### config.mk
export PLATFORM = sky130hd
export DESIGN_NAME = rate_limited_change_list
export DESIGN_NICKNAME = d
export VERILOG_FILES = /design/src/design/rlcl_pkg.sv /design/src/design/rate_limited_change_list.sv /design/src/design/rlcl_cell.sv
export VERILOG_INCLUDE_DIRS = /design/src /design/src/design
export SDC_FILE = /design/constraint.sdc
export NUM_CORES = 2
export LEC_CHECK = 0
export ABC_CLOCK_PERIOD_IN_PS = 11700
export BUFFER_PORTS_ARGS = -buffer_cell sky130_fd_sc_hd__buf_4
export CORE_ASPECT_RATIO = 1.4
export CORE_MARGIN = 10
export CORE_UTILIZATION = 55
export DETAILED_ROUTE_END_ITERATION = 12
export MAX_ROUTING_LAYER = met4
export PLACE_DENSITY_LB_ADDON = 0.25
export SETUP_SLACK_MARGIN = 0.02
export SLEW_MARGIN = 20
export SYNTH_ARGS = -nofsm -noshare
export SYNTH_HDL_FRONTEND = slang
export SYNTH_SLANG_ARGS = --single-unit
### constraint.sdc
create_clock -name clock -period 11.7 [get_ports clock]
set_input_delay 1.17 -clock clock [delete_from_list [all_inputs] [get_ports clock]]
set_output_delay 1.17 -clock clock [all_outputs]
set_load 0.01 [all_outputs]
### src/design/rate_limited_change_list_macros.svh
// Assertion macros for the change list RTL.
`ifndef RATE_LIMITED_CHANGE_LIST_MACROS_SVH
`define RATE_LIMITED_CHANGE_LIST_MACROS_SVH

// Condition implies consequence in the same cycle.
`define RLCL_ASSERT_NOW(label, pre, post, msg) \
   label: assert property (@(posedge clock) disable iff (reset) (pre) |-> (post)) \
      else $error(msg);

// Condition implies consequence in the next cycle.
`define RLCL_ASSERT_NEXT(label, pre, post, msg) \
   label: assert property (@(posedge clock) disable iff (reset) (pre) |=> (post)) \
      else $error(msg);

`endif

### src/design/rlcl_pkg.sv
// Shared constants for the rate limited change list.
`timescale 1ns / 1ps
`default_nettype none
package rlcl_pkg;
   localparam int DefObjectCount = 32;
   localparam logic [15:0] WaitDefault = 16'd100;

   localparam logic [1:0] OP_MARK   = 2'd0;
   localparam logic [1:0] OP_SCAN   = 2'd1;
   localparam logic [1:0] OP_PERIOD = 2'd2;

   localparam logic KIND_SEND = 1'b0;
   localparam logic KIND_WAIT = 1'b1;
endpackage
`default_nettype wire

### src/design/rate_limited_change_list.sv
// Top level of the rate limited change list.
//
//  channel | direction | handshake          | word
//  req     | in        | req_valid/req_stall | operation, index, period, tick
//  rsp     | out       | rsp_valid/rsp_stall | kind, index, wait, last flag
//  csr     | in        | csr_valid/csr_ready | max_wait
//
// A scan latches its tick, then steps through each listed object in turn
// (the queue of cells rotates once through its head cell) and ends with
// the wait report. req_stall is high for the whole scan; a due object
// waits for a free output register. Synchronous reset clears the list,
// flags, periods and stamps.
`timescale 1ns / 1ps
`default_nettype none
`include "rate_limited_change_list_macros.svh"
module rate_limited_change_list import rlcl_pkg::*; #(
   parameter int OBJECT_COUNT = DefObjectCount
) (
   input  wire logic        clock,
   input  wire logic        reset,
   input  wire logic        req_valid,
   output logic             req_stall,
   input  wire logic [1:0]  req_operation,
   input  wire logic [4:0]  req_object_index,
   input  wire logic [15:0] req_period_value,
   input  wire logic [31:0] req_now_tick,
   output logic             rsp_valid,
   input  wire logic        rsp_stall,
   output logic             rsp_result_kind,
   output logic [4:0]       rsp_sent_index,
   output logic [15:0]      rsp_wait_ticks,
   output logic             rsp_last_of_run,
   input  wire logic        csr_valid,
   output logic             csr_ready,
   input  wire logic [15:0] csr_max_wait
);
   localparam int IW = (OBJECT_COUNT > 1) ? $clog2(OBJECT_COUNT) : 1;
   localparam int CW = $clog2(OBJECT_COUNT + 1);

   localparam logic [1:0] ST_IDLE   = 2'd0;
   localparam logic [1:0] ST_SCAN   = 2'd1;
   localparam logic [1:0] ST_REPORT = 2'd2;

   logic [1:0]              state_ff, state_in;
   logic [CW-1:0]           count_ff, count_in;
   logic [CW-1:0]           steps_ff, steps_in;
   logic [31:0]             now_ff, now_in;
   logic [15:0]             wait_ff, wait_in;
   logic [15:0]             max_wait_ff;
   logic [OBJECT_COUNT-1:0] flags_ff;
   logic [15:0]             period_ff [OBJECT_COUNT];
   logic [31:0]             stamp_ff  [OBJECT_COUNT];

   logic             rsp_valid_ff, kind_ff, last_ff;
   logic [4:0]       idx_ff;
   logic [15:0]      wait_out_ff;

   logic [IW-1:0]    cell_q [OBJECT_COUNT];
   logic [6:0]       req_idx_wide;
   logic [IW-1:0]    req_idx;
   logic             req_in_range;
   logic             accept;
   logic             append;
   logic             slot_free;
   logic [IW-1:0]    head;
   logic [6:0]       head_wide;
   logic [31:0]      elapsed;
   logic [31:0]      period_wide;
   logic             due;
   logic [15:0]      remaining;
   logic             step;
   logic             keep;
   logic             cell_load;
   logic [CW-1:0]    tail_pos;
   logic             put_send, put_wait;

   // handshakes
   assign accept    = req_valid && !req_stall;
   assign req_stall = (state_ff != ST_IDLE);
   assign csr_ready = 1'b1;
   assign slot_free = !rsp_valid_ff || !rsp_stall;

   assign req_idx_wide = 7'(req_object_index);
   assign req_idx      = req_idx_wide[IW-1:0];
   assign req_in_range = (req_idx_wide < 7'(OBJECT_COUNT));
   assign append = accept && (req_operation == OP_MARK) && req_in_range
                   && !flags_ff[req_idx];

   // head object timing
   assign head        = cell_q[0];
   assign head_wide   = 7'(head);
   assign elapsed     = now_ff - stamp_ff[head];
   assign period_wide = 32'(period_ff[head]);
   assign due         = (period_ff[head] == 16'd0) || (elapsed > period_wide);
   assign remaining   = 16'(period_wide - elapsed);
   assign step        = (state_ff == ST_SCAN) && (!due || slot_free);
   assign keep        = step && !due;
   assign put_send    = step && due;
   assign put_wait    = (state_ff == ST_REPORT) && slot_free;

   assign cell_load = append || keep;
   assign tail_pos  = append ? count_ff : (count_ff - CW'(1));

   // queue of cells
   for (genvar i = 0; i < OBJECT_COUNT; i++) begin : g_cell
      logic [IW-1:0] next_d;
      if (i == OBJECT_COUNT - 1) begin : g_last
         assign next_d = '0;
      end else begin : g_mid
         assign next_d = cell_q[i+1];
      end
      rlcl_cell #(.IW(IW), .CW(CW), .POS(i)) u_cell (
         .clock     (clock),
         .shift_en  (step),
         .load_en   (cell_load),
         .tail_pos  (tail_pos),
         .load_data (append ? req_idx : head),
         .next_data (next_d),
         .data      (cell_q[i])
      );
   end

   // sequencer
   always_comb begin
      state_in = state_ff;
      count_in = count_ff;
      steps_in = steps_ff;
      now_in   = now_ff;
      wait_in  = wait_ff;
      if (append) begin
         count_in = count_ff + CW'(1);
      end
      if (accept && (req_operation == OP_SCAN)) begin
         now_in   = req_now_tick;
         steps_in = count_ff;
         wait_in  = max_wait_ff;
         state_in = (count_ff == '0) ? ST_REPORT : ST_SCAN;
      end
      if (step) begin
         steps_in = steps_ff - CW'(1);
         if (due) begin
            count_in = count_ff - CW'(1);
         end else if (remaining < wait_ff) begin
            wait_in = remaining;
         end
         if (steps_ff == CW'(1)) begin
            state_in = ST_REPORT;
         end
      end
      if (put_wait) begin
         state_in = ST_IDLE;
      end
   end

   always_ff @(posedge clock) begin
      if (reset) begin
         state_ff    <= ST_IDLE;
         count_ff    <= '0;
         max_wait_ff <= WaitDefault;
      end else begin
         state_ff <= state_in;
         count_ff <= count_in;
         if (csr_valid && csr_ready) begin
            max_wait_ff <= csr_max_wait;
         end
      end
      steps_ff <= steps_in;
      now_ff   <= now_in;
      wait_ff  <= wait_in;
   end

   // per-object flags, periods and stamps
   always_ff @(posedge clock) begin
      if (reset) begin
         flags_ff <= '0;
         for (int i = 0; i < OBJECT_COUNT; i++) begin
            period_ff[i] <= '0;
            stamp_ff[i]  <= '0;
         end
      end else begin
         if (append) begin
            flags_ff[req_idx] <= 1'b1;
         end
         if (accept && (req_operation == OP_PERIOD) && req_in_range) begin
            period_ff[req_idx] <= req_period_value;
         end
         if (put_send) begin
            flags_ff[head] <= 1'b0;
            stamp_ff[head] <= now_ff;
         end
      end
   end

   // output register
   always_ff @(posedge clock) begin
      if (reset) begin
         rsp_valid_ff <= 1'b0;
      end else if (put_send || put_wait) begin
         rsp_valid_ff <= 1'b1;
      end else if (!rsp_stall) begin
         rsp_valid_ff <= 1'b0;
      end
      if (put_send) begin
         kind_ff     <= KIND_SEND;
         idx_ff      <= head_wide[4:0];
         wait_out_ff <= 16'd0;
         last_ff     <= 1'b0;
      end else if (put_wait) begin
         kind_ff     <= KIND_WAIT;
         idx_ff      <= 5'd0;
         wait_out_ff <= wait_ff;
         last_ff     <= 1'b1;
      end
   end

   assign rsp_valid       = rsp_valid_ff;
   assign rsp_result_kind = kind_ff;
   assign rsp_sent_index  = idx_ff;
   assign rsp_wait_ticks  = wait_out_ff;
   assign rsp_last_of_run = last_ff;

   // checks
   `RLCL_ASSERT_NOW(a_count_bound, 1'b1, count_ff <= CW'(OBJECT_COUNT), "list count overflow")
   `RLCL_ASSERT_NOW(a_count_flags, state_ff == ST_IDLE,
      $countones(flags_ff) == 32'(count_ff), "list count disagrees with flags")
   `RLCL_ASSERT_NEXT(a_send_clears, put_send, !flags_ff[$past(head)], "sent object still flagged")
endmodule
`default_nettype wire

### src/design/rlcl_cell.sv
// One cell of the list queue: holds one object index, shifts towards the head.
`timescale 1ns / 1ps
`default_nettype none
module rlcl_cell import rlcl_pkg::*; #(
   parameter int IW  = 5,
   parameter int CW  = 6,
   parameter int POS = 0
) (
   input  wire logic          clock,
   input  wire logic          shift_en,
   input  wire logic          load_en,
   input  wire logic [CW-1:0] tail_pos,
   input  wire logic [IW-1:0] load_data,
   input  wire logic [IW-1:0] next_data,
   output logic      [IW-1:0] data
);
   logic [IW-1:0] data_ff;
   logic [IW-1:0] data_in;

   // loading at the tail wins over the shift
   always_comb begin
      data_in = data_ff;
      if (load_en && (tail_pos == CW'(POS))) begin
         data_in = load_data;
      end else if (shift_en) begin
         data_in = next_data;
      end
   end

   always_ff @(posedge clock) begin
      data_ff <= data_in;
   end

   assign data = data_ff;
endmodule
`default_nettype wire

==> results.md <==
- Synth top area share: 60.8%
- CP Buf/Inv Count: 4
- Drt total wl: 257000 um
- Max-cap violations: 0
- Seq. cell area: 54100 um2
- Xor and xnor fraction of the mapped netlist area: 0.428%
- Dominant cell type by area after synthesis: edfxtp_1
- Synth Flop Type: edfxtp_1
- Vias in the first global route: 54700
- Cts hold-fix bufs: 0
- Reg clk slew, reported paths: 0.06 ns
- Crit path kind: flop to flop
- Unique cell type count in the Yosys netlist: 86
- Outcome: completed
- Max incr delay on CP: 0.91 ns
- Yosys warns: 0
- Total CTS buffers: 175
- Nature of the critical path endpoint: flop
- Yosys reg bits: 1834
- H-tree levels: 4
- Vias per cell: 6.49
- Post-synthesis net count: 6426
- Postcts setup bufs: 0
- Seq pwr share: 46.4%
- HPWL Detailed: 160000 um
- Synth top area cells: edfxtp_1 (61%), mux4_2 (10%), nor2_1 (4.8%)
- Comb power frac: 19.0%
- Post-synth ARST share: 0%
- Top cell family by delay on the critical path: compound AO/OA/AOI/OAI gates
- GRT overflow: 0
- Adder-cell share of the synthesized area: 1.23%
- Worst path arrival time: 10.20 ns
- CTS root buf: clkbuf_16
- First drt pass iteration count: 7
- # setup viols final: 0
- Wirelength per Cell: 30.6 um
- Crit path time final: 9.64 ns
- Achievable Freq: 104 MHz
- Setup_tns: 0 ns
- Setup Slack @ Placement: 2.19 ns
- Slew Limit Fails: 0
- P_int: 11.7 mW
- Sw Ratio: 28.7%
- Area growth from synthesis to layout: 9.64%
- Simple logic cell fraction of the synthesized area: 13.4%
- Synthesized area: 86000 um2
- Largest net degree at the start of global routing: 100
- Post-synthesis sequential area ratio: 63.0%
- Leak: 33.3 nW
- CTS resizes: 0
- IO Count: 102
- Min-delay src: wait_ff[4]
- Max clock buf depth: 3
- Initial Util: 55.3%
- Crit path launch type: flop
- Mux contribution to synthesized area: 15.5%
- Hold Crit Depth: 2
- First-pass GRT wire length: 371000 um
- Die Width: 354 um
- Area of the core: 155000 um2
- Count of flip-flops with a built-in enable after synthesis: 1739
- Post-route worst setup slack: 2.06 ns
- Largest family of logic cells by synthesized area: multiplexers
- Row Count: 171
- Hold slack: 0.462 ns
- Slew margin rel.: 14.7%
- Gate Count Post-Synth: 6267
- Residual DRC: 0
- CP max-delay cell: dfxtp_4
- Crit path max fanout: 73
- Slew of the pin with the lowest slew margin: 1.28 ns
- Layout cells sized above 1: 18.8%
- CTS tree: built
- Routed Antenna Nets: 0
- Vias: 54500
- Post-synthesis compound-gate area fraction: 3.71%
- Initial drt markers: 7047
- Multi-input gate area: 29700 um2
- Unrepaired setup endpoints after global routing: no
- GRT Util Overall: 30.2%
- CP required: 12.26 ns
- Syn Area/Cell: 13.7 um2
- Final clock period utilization by the worst path: 82.4%
- Die ar.: 173000 um2
- Clock share of power: 34.7%
- Clock Latency Late Sink: 0.87 ns
- Max Clock Skew: 0.0450 ns
- R2R depth: 27
- CP Depth: 27
- Fillers: 11900
- Peak VDD IR: 174 uV
- Nets: 6341
- Util after Layout: 60.7%
- Chip height: 488 um
- Final hold viol count: 0
- Worst min path class: flop to flop
- Antenna violations before repair: 3
- # port buffers: 100
- Power per cell area: 174 nW/um2
- RePlAce Congestion: 0.941
- Switch Pwr: 4.71 mW
- CTS sink count: 1834
-- state kept, by name, summed over array words and instances, names as in the netlist, named ones only --
register	flops
count_ff	6
flags_ff	32
g_cell.u_cell.data	160
max_wait_ff	16
now_ff	32
period_ff	512
rsp_last_of_run	1
rsp_sent_index	5
rsp_valid	1
rsp_wait_ticks	16
stamp_ff	1024
state_ff	2
steps_ff	6
wait_ff	16
-- synthesized netlist by cell type, types with 52 or more instances --
master	n
dfxtp_1	95
buf_2	131
mux4_2	393
ha_1	81
a21oi_1	122
and2_1	555
nand2_1	390
edfxtp_1	1739
inv_1	108
nand3_1	76
o21ai_0	58
clkbuf_1	297
nor3_1	127
nor2_1	1090
mux2_2	200
mux2i_1	220
and3_1	52
-- stage by stage --
stage,cell area [um2],cells,total power [mW]
after global routing,94200,8402,16.9
after detailed placement,88600,8080,10.8
after global placement,88500,8077,10.8
final,94200,8403,16.4
after floorplan,86000,6267,9.65
after CTS,94200,8400,16.4
-- metal layers --
metal  track usage, %  up-vias  part of all wire [%]
li1                 -    22900                     -
met1             36.0    27400                    35
met2             48.2     3418                    48
met3             5.72      857                   9.6
met4             17.6        0                   6.9
met5                -        -                     0
-- placed cells by master (no fill, tap or decap), types with 16 or more instances in the layout --
cell	netlist	final
a22oi_1	36	36
clkinv_2	0	32
nor2_1	1090	1089
inv_1	108	107
clkbuf_1	297	44
nor2b_1	27	23
mux4_2	393	393
or2_2	34	34
nand2b_1	31	31
o21ai_0	58	57
nand2_1	390	385
nor3_1	127	126
xnor2_1	30	30
a21oi_1	122	122
mux2i_1	220	219
dfxtp_1	95	90
nand3_1	76	73
clkbuf_16	0	177
and2_1	555	551
edfxtp_1	1739	1739
a31o_2	30	16
mux2_2	200	200
buf_4	5	199
a21o_1	31	28
ha_1	81	81
clkinv_1	2	32
o211ai_1	17	17
and3_1	52	52
-- power groups by stage --
stage / Sequential (mW) / Clock, mW / Combinational, mW
finish: 7.61 / 5.69 / 3.11
global route: 7.63 / 5.98 / 3.31
CTS: 7.61 / 5.71 / 3.08
detailed placement: 7.75 / 0 / 3.05
global placement: 7.74 / 0 / 3.03
floorplan: 7.66 / 0 / 2.00
-- worst paths after layout --
| kind | end | slack [ns] |
|---|---|---|
| worst max-delay path | stamp_ff[24][8] | 2.06 |
| worst min-delay path | rsp_wait_ticks[4] | 0.46 |
| worst max register to register | stamp_ff[24][8] | 2.06 |
| worst min register to register | rsp_wait_ticks[4] | 0.46 |
-- kinds of logic after synthesis --
logic type | Yosys count
and+or+nand+nor | 2454
DFF | 1834
muxes | 813
buffers and inverters | 585
AOI/OAI and AO/OA | 455
adders and majority gates | 83
xor gates and xnor gates | 42
other | 1
-- worst reg2reg max path, stage by stage (launching register included) --
cell and delay [ns]:
dfxtp_4 0.91, buf_4 0.65, mux4_2 0.61, mux4_2 0.47, mux2_2 0.29, ha_1 0.24, inv_1 0.10, fa_1 0.24
a211oi_1 0.12, o211ai_1 0.41, nand2_1 0.15, o21ai_0 0.18, a21oi_1 0.14, o21ai_0 0.28, xnor2_1 0.20, ha_1 0.32
a21o_1 0.18, a21oi_1 0.22, and4_1 0.22, a211oi_1 0.06, a211oi_1 0.24, o211ai_2 0.13, and4b_1 0.66, a21oi_4 0.16
buf_4 0.41, nand2_4 0.83, buf_4 0.78, nor2_1 0.17
-- cell type report --
class	instances	share of cell area, %
sequential	1834	57.4
multi-input combinational	3848	31.5
clock buffer	224	4.92
tap	2076	2.76
timing repair buffer	211	1.84
clock inverter	96	1.04
inverter	112	0.447
antenna	2	0.00531
Power figures use the tool's default switching activity.
